==> config.mk <==
export PLATFORM = sky130hd
export DESIGN_NAME = access_decision_combiner_top_flat
export DESIGN_NICKNAME = d
export VERILOG_FILES = /design/src/adc_pkg.sv /design/src/adc_in_if.sv /design/src/adc_out_if.sv /design/src/access_decision_combiner_top.sv /design/src/flat_wrapper.sv
export SDC_FILE = /design/constraint.sdc
export NUM_CORES = 1
export LEC_CHECK = 0
export BUFFER_PORTS_ARGS = -buffer_cell sky130_fd_sc_hd__buf_4
export CAP_MARGIN = 20
export CORE_MARGIN = 2
export CORE_UTILIZATION = 35
export CTS_BUF_LIST = sky130_fd_sc_hd__clkbuf_4 sky130_fd_sc_hd__clkbuf_8
export CTS_CLUSTER_DIAMETER = 40
export DETAILED_ROUTE_END_ITERATION = 8
export GPL_ROUTABILITY_DRIVEN = 0
export PLACE_DENSITY = 0.63
export SLEW_MARGIN = 40
export SYNTH_ARGS = -nofsm -noshare
export SYNTH_HDL_FRONTEND = slang
export SYNTH_SLANG_ARGS = --single-unit
==> constraint.sdc <==
create_clock -name clk -period 1.5 [get_ports clk]
set_clock_uncertainty 0.2 [all_clocks]
set_input_delay 0.075 -clock clk [delete_from_list [all_inputs] [get_ports clk]]
set_output_delay 0.075 -clock clk [all_outputs]
set_load 0.005 [all_outputs]
==> src/adc_pkg.sv <==
// Shared codes and widths for the access decision combiner.
package adc_pkg;

  localparam int KIND_W = 2;
  localparam int DEC_W  = 2;
  localparam int ALG_W  = 2;

  // transaction kinds
  localparam logic [KIND_W-1:0] KIND_START    = 2'd0;
  localparam logic [KIND_W-1:0] KIND_ADD      = 2'd1;
  localparam logic [KIND_W-1:0] KIND_FINALIZE = 2'd2;

  // decision encoding
  localparam logic [DEC_W-1:0] DEC_NA     = 2'd0;
  localparam logic [DEC_W-1:0] DEC_PERMIT = 2'd1;
  localparam logic [DEC_W-1:0] DEC_DENY   = 2'd2;
  localparam logic [DEC_W-1:0] DEC_INDET  = 2'd3;

  // combining algorithms
  localparam logic [ALG_W-1:0] ALG_RULE_DENY     = 2'd0;
  localparam logic [ALG_W-1:0] ALG_POLICY_DENY   = 2'd1;
  localparam logic [ALG_W-1:0] ALG_RULE_PERMIT   = 2'd2;
  localparam logic [ALG_W-1:0] ALG_POLICY_PERMIT = 2'd3;

  // rule effect
  localparam logic EFFECT_PERMIT = 1'b0;
  localparam logic EFFECT_DENY   = 1'b1;

endpackage

==> src/adc_in_if.sv <==
// Input channel: one decision transaction.
interface adc_in_if;
  logic                       valid;
  logic                       ready;
  logic [adc_pkg::KIND_W-1:0] kind;
  logic [adc_pkg::DEC_W-1:0]  decision;
  logic                       effect;

  modport source (output valid, kind, decision, effect, input ready);
  modport sink   (input valid, kind, decision, effect, output ready);
endinterface

==> src/adc_out_if.sv <==
// Output channel: combined decision status.
interface adc_out_if;
  logic                      valid;
  logic                      ready;
  logic                      ready_res;
  logic [adc_pkg::DEC_W-1:0] combined;

  modport source (output valid, ready_res, combined, input ready);
  modport sink   (input valid, ready_res, combined, output ready);
endinterface

==> src/access_decision_combiner_top.sv <==
// Access decision combiner: input register, flag update logic, result register.
// Each transaction passes through the input register and then the result register.
// Throughput: one transaction per cycle while the result side accepts; flags update
// as each item leaves the input reg.
// The input register can still accept one transaction while a result waits downstream.
// Synchronous active-high reset clears the algorithm (rule deny-overrides),
// all sticky flags, the settled decision and both valid bits.
module access_decision_combiner_top (
  input  logic                      clk,
  input  logic                      rst,
  input  logic                      cfg_we,
  input  logic [adc_pkg::ALG_W-1:0] cfg_data,
  adc_in_if.sink                    item,
  adc_out_if.source                 result
);

  typedef struct packed {
    logic                      rdy;
    logic [adc_pkg::DEC_W-1:0] cur;
    logic                      seen_error;
    logic                      potential_deny;
    logic                      potential_permit;
    logic                      seen_deny;
    logic                      seen_permit;
  } run_state_t;

  localparam run_state_t RUN_CLEAR = '{
    rdy: 1'b0, cur: adc_pkg::DEC_NA, seen_error: 1'b0, potential_deny: 1'b0,
    potential_permit: 1'b0, seen_deny: 1'b0, seen_permit: 1'b0};

  logic [adc_pkg::ALG_W-1:0]  algorithm;
  run_state_t                 st;
  run_state_t                 st_next;

  // input register
  logic                       s1_valid;
  logic [adc_pkg::KIND_W-1:0] s1_kind;
  logic [adc_pkg::DEC_W-1:0]  s1_decision;
  logic                       s1_effect;

  logic                       out_valid;
  logic                       out_ready_res;
  logic [adc_pkg::DEC_W-1:0]  out_combined;

  logic out_free;
  logic proc;
  logic [adc_pkg::DEC_W-1:0] fin_dec;

  assign out_free   = !out_valid || result.ready;
  assign proc       = s1_valid && out_free;
  assign item.ready = !s1_valid || out_free;

  assign result.valid     = out_valid;
  assign result.ready_res = out_ready_res;
  assign result.combined  = out_combined;

  // finalize priorities
  always_comb begin
    fin_dec = adc_pkg::DEC_NA;
    case (algorithm)
      adc_pkg::ALG_RULE_DENY: begin
        if (st.potential_deny)   fin_dec = adc_pkg::DEC_INDET;
        else if (st.seen_permit) fin_dec = adc_pkg::DEC_PERMIT;
        else if (st.seen_error)  fin_dec = adc_pkg::DEC_INDET;
      end
      adc_pkg::ALG_RULE_PERMIT: begin
        if (st.potential_permit) fin_dec = adc_pkg::DEC_INDET;
        else if (st.seen_deny)   fin_dec = adc_pkg::DEC_DENY;
        else if (st.seen_error)  fin_dec = adc_pkg::DEC_INDET;
      end
      adc_pkg::ALG_POLICY_DENY: begin
        if (st.seen_permit) fin_dec = adc_pkg::DEC_PERMIT;
      end
      default: begin
        if (st.seen_deny)        fin_dec = adc_pkg::DEC_DENY;
        else if (st.seen_error)  fin_dec = adc_pkg::DEC_INDET;
      end
    endcase
  end

  always_comb begin
    st_next = st;
    case (s1_kind)
      adc_pkg::KIND_START: begin
        st_next = RUN_CLEAR;
      end
      adc_pkg::KIND_ADD: begin
        if (!st.rdy) begin
          case (algorithm)
            adc_pkg::ALG_RULE_DENY: begin
              if (s1_decision == adc_pkg::DEC_DENY) begin
                st_next.rdy = 1'b1;
                st_next.cur = adc_pkg::DEC_DENY;
              end else if (s1_decision == adc_pkg::DEC_INDET) begin
                st_next.seen_error = 1'b1;
                if (s1_effect == adc_pkg::EFFECT_DENY) st_next.potential_deny = 1'b1;
              end else if (s1_decision == adc_pkg::DEC_PERMIT) begin
                st_next.seen_permit = 1'b1;
              end
            end
            adc_pkg::ALG_RULE_PERMIT: begin
              if (s1_decision == adc_pkg::DEC_PERMIT) begin
                st_next.rdy = 1'b1;
                st_next.cur = adc_pkg::DEC_PERMIT;
              end else if (s1_decision == adc_pkg::DEC_INDET) begin
                st_next.seen_error = 1'b1;
                if (s1_effect == adc_pkg::EFFECT_PERMIT) st_next.potential_permit = 1'b1;
              end else if (s1_decision == adc_pkg::DEC_DENY) begin
                st_next.seen_deny = 1'b1;
              end
            end
            adc_pkg::ALG_POLICY_DENY: begin
              // indeterminate counts as deny here
              if (s1_decision inside {adc_pkg::DEC_DENY, adc_pkg::DEC_INDET}) begin
                st_next.rdy = 1'b1;
                st_next.cur = adc_pkg::DEC_DENY;
              end else if (s1_decision == adc_pkg::DEC_PERMIT) begin
                st_next.seen_permit = 1'b1;
              end
            end
            default: begin
              if (s1_decision == adc_pkg::DEC_PERMIT) begin
                st_next.rdy = 1'b1;
                st_next.cur = adc_pkg::DEC_PERMIT;
              end else if (s1_decision == adc_pkg::DEC_DENY) begin
                st_next.seen_deny = 1'b1;
              end else if (s1_decision == adc_pkg::DEC_INDET) begin
                st_next.seen_error = 1'b1;
              end
            end
          endcase
        end
      end
      adc_pkg::KIND_FINALIZE: begin
        if (!st.rdy) begin
          st_next.rdy = 1'b1;
          st_next.cur = fin_dec;
        end
      end
      default: begin
        st_next = st;
      end
    endcase
  end

  always_ff @(posedge clk) begin
    if (rst) begin
      algorithm <= adc_pkg::ALG_RULE_DENY;
      st        <= RUN_CLEAR;
      s1_valid  <= 1'b0;
      out_valid <= 1'b0;
    end else begin
      if (cfg_we) algorithm <= cfg_data;
      if (item.valid && item.ready) s1_valid <= 1'b1;
      else if (proc)                s1_valid <= 1'b0;
      if (proc) begin
        st        <= st_next;
        out_valid <= 1'b1;
      end else if (result.ready) begin
        out_valid <= 1'b0;
      end
    end
  end

  // payload registers
  always_ff @(posedge clk) begin
    if (item.valid && item.ready) begin
      s1_kind     <= item.kind;
      s1_decision <= item.decision;
      s1_effect   <= item.effect;
    end
    if (proc) begin
      out_ready_res <= st_next.rdy;
      out_combined  <= st_next.rdy ? st_next.cur : adc_pkg::DEC_NA;
    end
  end

`ifndef SYNTHESIS
  a_add_keeps_settled: assert property (@(posedge clk) disable iff (rst)
    (proc && s1_kind == adc_pkg::KIND_ADD && st.rdy) |=> (st.rdy && $stable(st.cur)))
    else $error("add changed a settled decision");

  a_start_clears: assert property (@(posedge clk) disable iff (rst)
    (proc && s1_kind == adc_pkg::KIND_START) |=> (st == RUN_CLEAR))
    else $error("start did not clear the run");

  a_finalize_settles: assert property (@(posedge clk) disable iff (rst)
    (proc && s1_kind == adc_pkg::KIND_FINALIZE) |=> (st.rdy && out_ready_res))
    else $error("finalize did not settle the result");

  a_unsettled_is_na: assert property (@(posedge clk) disable iff (rst)
    out_valid |-> (out_ready_res || out_combined == adc_pkg::DEC_NA))
    else $error("unsettled result carries a decision");
`endif

endmodule

==> src/flat_wrapper.sv <==
// flat-port wrapper written by rule: the top's interface ports become plain ports
module access_decision_combiner_top_flat 
  (clk, rst, cfg_we, cfg_data, item_valid, item_kind, item_decision, item_effect, item_ready, result_valid, result_ready_res, result_combined, result_ready);
  adc_in_if item_i ();
  adc_out_if result_i ();
  input  logic clk;
  input  logic rst;
  input  logic cfg_we;
  input  logic [adc_pkg::ALG_W-1:0] cfg_data;
  input wire logic [$bits(item_i.valid)-1:0] item_valid;
  input wire logic [$bits(item_i.kind)-1:0] item_kind;
  input wire logic [$bits(item_i.decision)-1:0] item_decision;
  input wire logic [$bits(item_i.effect)-1:0] item_effect;
  output wire logic [$bits(item_i.ready)-1:0] item_ready;
  output wire logic [$bits(result_i.valid)-1:0] result_valid;
  output wire logic [$bits(result_i.ready_res)-1:0] result_ready_res;
  output wire logic [$bits(result_i.combined)-1:0] result_combined;
  input wire logic [$bits(result_i.ready)-1:0] result_ready;
  assign item_i.valid = item_valid;
  assign item_i.kind = item_kind;
  assign item_i.decision = item_decision;
  assign item_i.effect = item_effect;
  assign item_ready = item_i.ready;
  assign result_valid = result_i.valid;
  assign result_ready_res = result_i.ready_res;
  assign result_combined = result_i.combined;
  assign result_i.ready = result_ready;
  access_decision_combiner_top u_core (.clk(clk), .rst(rst), .cfg_we(cfg_we), .cfg_data(cfg_data), .item(item_i), .result(result_i));
endmodule
-- After elaboration in Yosys (flattened, before gate mapping)
Index checks and enable logic that the tools add are counted.
- register bits after elaboration: 20
- word-level logic and storage cells: 100
- equal/unequal tests: 26
- muxes and demuxes: 41
- reduce and logical (&&, ||, !) cells: 18
- operators with widths (kind ; count):
    3-bit inequality test, second input constant ; 8
    1-bit two-way mux ; 21
    7-bit AND reduction ; 3
    2-bit two-way mux ; 9
    2-bit inequality test, second input constant ; 8
    5-bit case mux with 2 select lines ; 1
    3-bit two-way mux ; 3
    3-bit case mux with 3 select lines ; 1
    9-bit AND reduction ; 1
    2-bit equality test, second input constant ; 4
    8-bit two-way mux ; 1
    2-bit nonzero test ; 4
    2-bit by 1-bit equality test with 1-bit output, second input constant ; 3
    2-bit case mux with 3 select lines ; 1
    3-bit case mux with 2 select lines ; 1
    6-bit AND reduction ; 1
    2-bit zero test ; 2
    2-bit by 1-bit inequality test with 1-bit output, second input constant ; 2
    1-bit case mux with 2 select lines ; 2
    3-bit by 2-bit inequality test with 1-bit output, second input constant ; 1
    1-bit case mux with 3 select lines ; 1
    1-bit logical AND ; 2
    1-bit zero test ; 2
    1-bit logical OR ; 2
    2-bit OR reduction ; 1

-- Depth between registers and ports, before layout
Gate-level depths: netlist (run 1).
- depth in word-level cells: 7
- depth in mapped cells: 6
- mapped depth without buffers: 6

-- Worst setup path before layout (run 1)
No wires, ideal clock.
- path type: reg-to-reg
- start: reg u_core.s1_decision[1] (netlist name)
- end: reg u_core.out_combined (netlist bit u_core.result.combined[1]) (data pin)
- library setup time: 0.263 ns
- arrival: 1.199 ns
- slack: -0.163 ns
- cell stages (with the launch flop): 6
- cells stage by stage: edfxtp_1 > nand2b_1 > o31a_1 > o21bai_1 > a32oi_1 > a21boi_0
- longest elaborated chain between the ends: 6
- RTL lines (item ; RTL line ; RTL):
    start: declaration ; access_decision_combiner_top.sv:38 ; logic [adc_pkg::DEC_W-1:0] s1_decision;
    start signal: assignment ; access_decision_combiner_top.sv:169 ; s1_decision <= item.decision;
    2-bit equality test (on tied branches) ; access_decision_combiner_top.sv:91, access_decision_combiner_top.sv:114 ;
    2-bit nonzero test ; access_decision_combiner_top.sv:114 ; if (s1_decision inside {adc_pkg::DEC_DENY, adc_pkg::DEC_INDET}) begin
    3-bit two-way mux ; access_decision_combiner_top.sv:114 ;
    3-bit case mux with 2 select lines * ; access_decision_combiner_top.sv:89 ; case (algorithm)
    8-bit two-way mux * ; access_decision_combiner_top.sv:88 ; if (!st.rdy) begin
    3-bit case mux with 3 select lines * ; access_decision_combiner_top.sv:83 ; case (s1_kind)
    end signal: assignment ; access_decision_combiner_top.sv:174 ; out_combined <= st_next.rdy ? st_next.cur : adc_pkg::DEC_NA;
    end: declaration ; access_decision_combiner_top.sv:43 ; logic [adc_pkg::DEC_W-1:0] out_combined;
Every way passes the cells marked *; elsewhere a longest branch is shown, timed or not. The select of a mux whose other input is x is not followed.
A chain may end at the register's enable or synchronous reset.

-- Worst setup path after layout (run 1)
- start: reg u_core.s1_decision[0] (netlist name)
- end: reg u_core.out_combined (netlist bit u_core.result.combined[1]) (data pin)
The elaborated chain is that of the path after synthesis.

==> flow_summary_export.csv, run 1 <==
group,metric,value,unit
run_status,status,"complete, but fails checks",
run_status,violations,"negative hold slack, negative setup slack",
cts,clkSlewWorstSetupHoldPaths,120,ps
critical_path,path_depth,6,
synth,syn_nets,120,
global_routing,grt_pass1_vias,1007,
synth,synth.distinct_cells,34,
critical_path,r2r_end,"u_core.result.combined[1]$_SDFFCE_PN0P_",
critical_path,setup.worst_path.start,"u_core.s1_decision[0]$_DFFE_PP_",
pwr,max-vdd-ir-drop,652,µV
floorplan,row_count,19,
floorplan,die_w,57.1,µm
pwr,powerDensity,736,nW/µm²
place,place_ws,-203,ps
detailed_routing,viasPerCell,5.32,
global_routing,antenna_found_initial,0,
sta,max-slew-margin-rel,75.5,%
sta,setup_ws,-204,ps
critical_path,cp-start-kind,"flop",
cts,postCtsHoldBufs,11,
cells_and_area,area_growth_syn_to_layout,65.8,%
worst_hold_path,min_from,"result_ready",
critical_path,endpoint,"u_core.result.combined[1]$_SDFFCE_PN0P_",
worst_hold_path,min_path_type,"primary input to flop",
sta,period_share,114,%
cells_and_area,diodes,0,
sta,tightest_slew,367,ps
cells_and_area,fillers,220,
cts,cts_buffer_depth,2,
sta,holdWs,-48.2,ps
critical_path,timing.rr.start,"u_core.s1_decision[0]$_DFFE_PP_",
sta,finalHoldViolations,1,
cts,cts_tree,"yes",
critical_path,reg2reg_slack,-200,ps
critical_path,worstRegToRegCells,6,
place,io_buffers,16,
global_routing,grt_overflow,0,
floorplan,num_io_pins,17,
synth,seq_area_frac_synth,48.6,%
global_routing,grt_start_max_net_pins,12,
detailed_routing,vias,1043,
critical_path,crit_path_end_kind,"flop",
floorplan,core,2710,µm²
synth,synth_edf_count,8,
place,dp_cells,175,
detailed_routing,first_pass_iters,4,
critical_path,worstPathArrival,1590,ps
critical_path,crit_family,"compound AO/OA/AOI/OAI gates",
sta,drv_slew,0,
detailed_routing,routed_wl,2780,µm
critical_path,cp.required,1380,ps
detailed_routing,wl_per_cell,14.2,µm
synth,yosysWarnings,0,
critical_path,critPathMaxStageDelay,410,ps
synth,ys_async_sr_fraction,0,%
floorplan,initial_core_util,36.5,%
critical_path,path_class,"flop to flop",
critical_path,slowest_stage,"edfxtp_1",
critical_path,worst-path-max-fanout,3,
floorplan,dieArea,3260,µm²
detailed_routing,ant_nets,0,
synth,synth-main-ff-cell,"dfxtp_1",
synth,syn_area,988,µm²
synth,synth-seq-cells,20,
pwr,leakage,0.682,nW
cells_and_area,instances_no_fill,196,
cts,cts_root_buf,"clkbuf_4",
sta,tns,-867,ps
detailed_routing,drt_iter0_markers,43,
place,hpwlAfterDp,1790,µm
cts,h-tree-depth,1,
critical_path,path_cells,"buf_4, nand2b_4, o31a_1, o21bai_1, a32oi_1, a21boi_1",
cells_and_area,final_layout_size_suffix_gt1_share,47.9,%
cts,clkSinkCount,20,
sta,finalSetupViolCount,11,
synth,synth.avg_cell_area,9.15,µm²
global_routing,grt_usage,18.1,%
synth,synth_cells,108,
job,max_cap_viol_count,0,
cts,clk_latency,320,ps
sta,period_needed,1700,ps
global_routing,grt_pass1_wl,4430,µm
sta,timing.fmax,0.587,GHz
sta,rsz0062_at_grt,"yes",
cts,numCtsBuffers,3,
critical_path,cp_num_buf_inv,1,
cells_and_area,final_nets,178,
floorplan,die_y,57.1,µm
detailed_routing,drc,0,
-- area by class of cell --
cell class	instances	area (µm²)	share of cell area, %
Multi-Input combinational cell	80	616	37.6
Sequential cell	20	484	29.5
Timing Repair Buffer	54	444	27.1
Tap cell	31	38.8	2.37
Clock buffer	4	30.0	1.83
Inverter	7	26.3	1.60
-- metrics by stage --
stage                     instance area (µm²)  util (%)  power (mW)
after global placement                   1310      48.4       0.827
after detailed placement                 1310      48.4       0.831
after global routing                     1640      60.5        1.26
after CTS                                1530      56.5        1.17
final                                    1640      60.5        1.21
after floorplan                          1000         -       0.726
-- per-layer routing --
metal	part of all wire, %	GRT usage (%)	vias up
li1	-	-	505
met3	4.4	3.40	11
met2	54	31.4	40
met1	38	20.1	487
met5	0	0	-
met4	3.8	11.6	0
-- kinds of logic after synthesis --
group | after synthesis | synth area share, %
mux | 2 | 2.03
flops | 20 | 48.6
simple gates | 40 | 20.5
compound gates | 38 | 25.7
buf+inv | 8 | 3.16
-- worst min-delay path, stage by stage --
cell     delay, ps
buf_4           90
nor2b_4         30
buf_4          120
nor2_1          80
nor2_1          40
-- repair_timing --
item,in CTS,in global routing
setup endpoints to repair,7,11
pin swaps,7,7
buffers inserted,5,1
endpoints found under the hold margin,12,1
resized for setup,15,23
cloned,0,0
-- worst min path at each step --
stage,depth (start not counted),slack [ps],to
final,5,-50,u_core.result.valid$_SDFFE_PP0P_
after global routing,5,-20,u_core.result.valid$_SDFFE_PP0P_
after CTS,5,-50,u_core.result.valid$_SDFFE_PP0P_
after detailed placement,1,50,u_core.s1_effect$_DFFE_PP_
after global placement,1,50,u_core.s1_kind[0]$_DFFE_PP_
after floorplan,1,-50,u_core.algorithm[0]$_SDFFE_PP0P_
-- sequential cells by signal (all words and copies together) (netlist names) --
name and flops:
u_core.s1_kind 2, u_core.st 8, u_core.s1_effect 1, u_core.result.combined 2, u_core.result.valid 1, u_core.s1_valid 1
u_core.algorithm 2, u_core.s1_decision 2, u_core.result.ready_res 1
-- layout by cell type (no fill, tap or decap), drive strengths merged, types with 3 or more instances in the layout --
| cell type | synthesis | final |
|---|---|---|
| a21oi | 14 | 14 |
| nor2b | 3 | 3 |
| o21ai | 5 | 5 |
| nand2b | 5 | 5 |
| inv | 7 | 7 |
| dfxtp | 12 | 12 |
| edfxtp | 8 | 8 |
| nor2 | 20 | 20 |
| dlygate4sd3 | 0 | 11 |
| buf | 1 | 43 |
| clkbuf | 0 | 4 |
| nand2 | 5 | 5 |
-- power breakdown --
part	switching, mW	leakage, nW	total (mW)	internal, mW
Sequential	0.0279	0.176	0.621	0.593
Combinational	0.129	0.488	0.289	0.160
Clock	0.174	0.0184	0.296	0.122
Total	0.330	0.682	1.21	0.876
-- synthesized netlist by cell type (2+ instances only) --
cell / number / area share, %
nor2_1: 20 / 7.6
a21oi_1: 14 / 7.1
dfxtp_1: 12 / 24
edfxtp_1: 8 / 24
inv_1: 7 / 2.7
nand2_1: 5 / 1.9
o21ai_0: 5 / 2.5
nand2b_1: 4 / 2.5
and2_1: 2 / 1.3
mux2i_1: 2 / 2.0
nand3_1: 2 / 1.0
nor2b_1: 2 / 1.3
o211ai_1: 2 / 1.5
o21bai_1: 2 / 1.5
o31ai_1: 2 / 1.5
No activity file was read; power rests on OpenSTA's default activity.
==> run 2, diff against run 1 <==
--- a/config.mk
+++ b/config.mk
@@ -7,6 +7,7 @@
 export LEC_CHECK = 0
 export BUFFER_PORTS_ARGS = -buffer_cell sky130_fd_sc_hd__buf_4
 export CAP_MARGIN = 20
+export CORE_ASPECT_RATIO = 0.9
 export CORE_MARGIN = 2
 export CORE_UTILIZATION = 35
 export CTS_BUF_LIST = sky130_fd_sc_hd__clkbuf_4 sky130_fd_sc_hd__clkbuf_8
==> flow_summary_export.csv, run 2 (same netlist as run 1, synthesis figures left out) <==
group,metric,value,unit
cells_and_area,regMostFlops,"u_core.st",
pwr,leakage,0.675,nW
global_routing,grt_overflow,0,
global_routing,grt_usage,16.5,%
worst_hold_path,hold_depth,5,
cells_and_area,fin_area,1610,µm²
critical_path,cp-start-kind,"flop",
cells_and_area,layout_commonest_cell,"buf_4",
cts,cts_tree,"yes",
sta,tightest_slew,267,ps
floorplan,row_count,18,
cts,clk_latency,300,ps
cts,cts_buffer_depth,2,
job,max_cap_viol_count,0,
detailed_routing,ant_nets,0,
place,placement.cell_area,1330,µm²
cts,h-tree-depth,1,
place,io_buffers,16,
cells_and_area,diodes,0,
sta,finalHoldViolations,1,
run_status,violations,"negative hold slack, negative setup slack",
cells_and_area,layout.area.seq,485,µm²
cts,clkSlewWorstSetupHoldPaths,110,ps
sta,drv_slew,0,
cells_and_area,multiInputGateArea,557,µm²
detailed_routing,routed_wl,2590,µm
cells_and_area,final_nets,181,
pwr,powerDensity,715,nW/µm²
critical_path,slowest_stage,"edfxtp_1",
place,place_ws,-161,ps
run_status,status,"complete, but fails checks",
global_routing,grt_pass1_vias,911,
cells_and_area,fillers,214,
cts,clkSinkCount,20,
critical_path,crit_path_end_kind,"flop",
sta,rsz0062_at_grt,"yes",
cells_and_area,final_layout_size_suffix_gt1_share,42.9,%
sta,period_needed,1730,ps
critical_path,path_cells,"buf_4, nand2b_4, o31a_1, o21bai_1, a32oi_1, a21boi_1",
critical_path,path_class,"flop to flop",
critical_path,cp_num_buf_inv,1,
critical_path,worstPathArrival,1580,ps
global_routing,grt_start_max_net_pins,12,
cells_and_area,largest_register_ffs,8,
floorplan,dieArea,3270,µm²
detailed_routing,drt_iter0_markers,16,
cts,postCtsHoldBufs,10,
cells_and_area,mostFrequentLayoutCells,"buf_4 (43), nor2_1 (17), a21oi_1 (12)",
floorplan,die_y,54.4,µm
cells_and_area,area_growth_syn_to_layout,63.2,%
critical_path,worstRegToRegCells,6,
critical_path,worst-path-max-fanout,3,
critical_path,crit_family,"compound AO/OA/AOI/OAI gates",
pwr,max-vdd-ir-drop,594,µV
sta,setup_ws,-229,ps
cts,numCtsBuffers,3,
worst_hold_path,min_path_type,"primary input to flop",
floorplan,initial_core_util,36.3,%
floorplan,num_io_pins,17,
global_routing,grt_pass1_wl,3860,µm
place,hpwlAfterDp,1710,µm
global_routing,antenna_found_initial,0,
floorplan,core,2730,µm²
critical_path,cp.required,1350,ps
detailed_routing,wl_per_cell,12.5,µm
floorplan,die_w,60.0,µm
sta,finalSetupViolCount,7,
detailed_routing,vias,1006,
sta,tns,-1070,ps
sta,period_share,115,%
cts,cts_root_buf,"clkbuf_4",
sta,max-slew-margin-rel,82.0,%
critical_path,path_depth,6,
pwr,finalPower,1.15,mW
detailed_routing,first_pass_iters,4,
detailed_routing,drc,0,
critical_path,critPathMaxStageDelay,380,ps
detailed_routing,viasPerCell,4.84,
sta,holdWs,-33.3,ps
sta,timing.fmax,0.578,GHz
-- run 2: cell types whose count changed in the layout (fill, tap and decap cells not counted), sizes merged --
cell / delta
dlygate4sd3: -1
clkbuf: -1
buf: +4
clkinv: +1
-- run 2: repair_timing --
item / CTS / global route
gates resized for setup: 11 / 18
cloned: 0 / 0
hold endpoints to repair: 12 / 1
setup endpoints to repair: 10 / 11
setup buffers: 1 / 8
pin swaps: 1 / 9
-- run 2: worst min-delay path: cells and delay by family --
kind	cells	cell delay, ps
and+or+nand+nor	3	150
buffers and inverters	2	210
-- run 2: layout make-up --
cell class	instances	share of cell area, %
inverters	7	1.63
multi-input cells	80	34.5
well taps	40	3.10
clock buffers	3	1.40
clock inverters	1	0.233
flip-flops and latches	20	30.1
repair buffers	57	29.0
-- run 2: layer usage --
layer	vias to the layer above	wire length, µm	GRT usage, %
li1	510	-	-
met5	-	0	0
met1	471	1070	18.7
met3	2	121	6.15
met2	23	1380	28.8
met4	0	20	5.56
-- run 2: power breakdown --
part	switching (mW)	total [mW]	internal (mW)	leakage, nW
registers	0.0267	0.620	0.594	0.176
logic	0.118	0.279	0.161	0.484
clock network	0.156	0.253	0.0971	0.0154
total	0.301	1.15	0.852	0.675
-- run 2: final timing paths --
kind                              startpoint  slack (ps)                                 endpoint
max          u_core.s1_decision[0]$_DFFE_PP_        -230  u_core.result.combined[1]$_SDFFCE_PN0P_
min                             result_ready         -30         u_core.result.valid$_SDFFE_PP0P_
max reg2reg  u_core.s1_decision[0]$_DFFE_PP_        -230  u_core.result.combined[1]$_SDFFCE_PN0P_
min reg2reg        u_core.st[6]$_SDFFE_PP0P_         310                u_core.st[6]$_SDFFE_PP0P_
-- run 2: metrics by stage --
| step | hold WS [ps] | instances | utilization, % |
|---|---|---|---|
| 5_1_grt | -32.1 | 208 | 59.2 |
| 3_5_place_dp | 54.4 | 185 | 48.8 |
| 6_report | -33.3 | 208 | 59.2 |
| 4_1_cts | -35.9 | 200 | 54.6 |
| 2_1_floorplan | -52.6 | 108 | - |
| 3_3_place_gp | 53.4 | 185 | 48.8 |
==> run 3, diff against run 2 <==
==> constraint.sdc (replaced) <==
create_clock -name clk -period 1.5 [get_ports clk]
set_clock_uncertainty 0.2 [all_clocks]
set_input_delay 0.225 -clock clk [delete_from_list [all_inputs] [get_ports clk]]
set_output_delay 0.225 -clock clk [all_outputs]
set_load 0.005 [all_outputs]
==> flow_summary_export.csv, run 3 (same netlist as run 1, synthesis figures left out) <==
group,metric,value,unit
sta,rsz0062_at_grt,"yes",
detailed_routing,ant_nets,0,
detailed_routing,dr.max_layer_used,"met4",
floorplan,core,2730,µm²
cells_and_area,layout_commonest_cell,"buf_4",
cts,clkSlewWorstSetupHoldPaths,110,ps
sta,setup_ws,-229,ps
cts,cts_buffer_depth,2,
global_routing,grt_overflow,0,
place,hpwlAfterDp,1710,µm
sta,finalHoldViolations,0,
pwr,leakage,0.680,nW
detailed_routing,wl_met1,1120,µm
sta,period_needed,1730,ps
cells_and_area,final_nets,180,
cts,cts_tree,"yes",
critical_path,worst-path-max-fanout,3,
global_routing,grt_pass1_wl,3840,µm
cells_and_area,mostFrequentLayoutCells,"buf_4 (38), nor2_1 (17), a21oi_1 (12)",
critical_path,path_class,"flop to flop",
global_routing,grt_start_max_net_pins,12,
floorplan,dieArea,3270,µm²
critical_path,crit_path_end_kind,"flop",
pwr,max-vdd-ir-drop,534,µV
floorplan,die_w,60.0,µm
detailed_routing,first_pass_iters,5,
detailed_routing,wl_per_cell,13.8,µm
sta,timing.fmax,0.578,GHz
cts,cts_root_buf,"clkbuf_4",
floorplan,die_y,54.4,µm
cts,numCtsBuffers,3,
critical_path,cp-start-kind,"flop",
floorplan,num_io_pins,17,
run_status,status,"complete, but fails checks",
critical_path,worstRegToRegCells,5,
sta,tightest_slew,356,ps
detailed_routing,wl_met2,1560,µm
sta,period_share,115,%
detailed_routing,wl_met3,123,µm
worst_hold_path,hold_depth,6,
detailed_routing,viasPerCell,5.08,
sta,drv_slew,0,
cells_and_area,final_layout_size_suffix_gt1_share,43.1,%
sta,max-slew-margin-rel,76.1,%
pwr,powerDensity,719,nW/µm²
cts,h-tree-depth,1,
detailed_routing,drt_iter0_markers,27,
sta,finalSetupViolCount,11,
place,place_ws,-161,ps
cts,clk_latency,300,ps
cells_and_area,largest_register_ffs,8,
floorplan,row_count,18,
job,max_cap_viol_count,0,
cts,clkSinkCount,20,
global_routing,grt_usage,16.4,%
global_routing,grt_pass1_vias,919,
critical_path,worstPathArrival,1740,ps
global_routing,antenna_found_initial,0,
detailed_routing,drc,0,
cells_and_area,area_growth_syn_to_layout,63.5,%
cells_and_area,regMostFlops,"u_core.st",
pwr,finalPower,1.16,mW
cells_and_area,diodes,0,
worst_hold_path,min_path_type,"primary input to flop",
run_status,violations,"negative setup slack",
detailed_routing,routed_wl,2860,µm
floorplan,initial_core_util,36.3,%
detailed_routing,vias,1051,
critical_path,cp.required,1510,ps
sta,tns,-1300,ps
place,io_buffers,16,
run 3: layout make-up:
cell class	instances	area, µm²
fillers	221	1110
multi-input cells	80	551
flip-flops and latches	20	485
repair buffers	56	475
well taps	40	50.0
inverters	7	28.8
clock buffers	3	22.5
clock inverters	1	3.75
run 3: through the flow:
step | hold slack [ps] | instances | util [%] | cell area, µm²
global route | 225 | 207 | 59.3 | 1620
global placement | 203 | 185 | 48.8 | 1330
detailed placement | 204 | 185 | 48.8 | 1330
floorplan | 97.4 | 108 | - | 1000
CTS | 208 | 201 | 55.3 | 1510
finish | 230 | 207 | 59.3 | 1620
run 3: worst max-delay path, stage by stage (launching register included):
cell,delay (ps)
edfxtp_1,450
a21boi_2,200
o41ai_2,290
o211ai_1,170
buf_4,170
o21a_1,150
run 3: metal layers:
layer / global-route usage, % / vias to the layer above
met5: 0 / -
met4: 5.56 / 0
met3: 6.15 / 6
met2: 29.7 / 28
met1: 17.7 / 507
li1: - / 510
run 3: power breakdown:
part	total (mW)	switching, mW	internal [mW]
clock network	0.259	0.162	0.0972
logic	0.283	0.125	0.158
registers	0.620	0.0259	0.594
total	1.16	0.313	0.849
run 3: worst paths after layout:
check,startpoint,end,slack [ps]
min,result_ready,u_core.result.valid$_SDFFE_PP0P_,230
min reg2reg,u_core.st[6]$_SDFFE_PP0P_,u_core.st[6]$_SDFFE_PP0P_,310
max reg2reg,u_core.s1_decision[0]$_DFFE_PP_,u_core.st[5]$_SDFFE_PP0P_,-230
max,u_core.s1_decision[0]$_DFFE_PP_,u_core.st[5]$_SDFFE_PP0P_,-230
run 3: what timing repair did:
action | in CTS | in global routing
hold buffers | 10 | 0
endpoints found under the setup margin | 11 | 12
gates cloned | 0 | 0
resized for setup | 15 | 17
setup buffers | 2 | 7
pin swaps | 1 | 10
endpoints found under the hold margin | 10 | 0
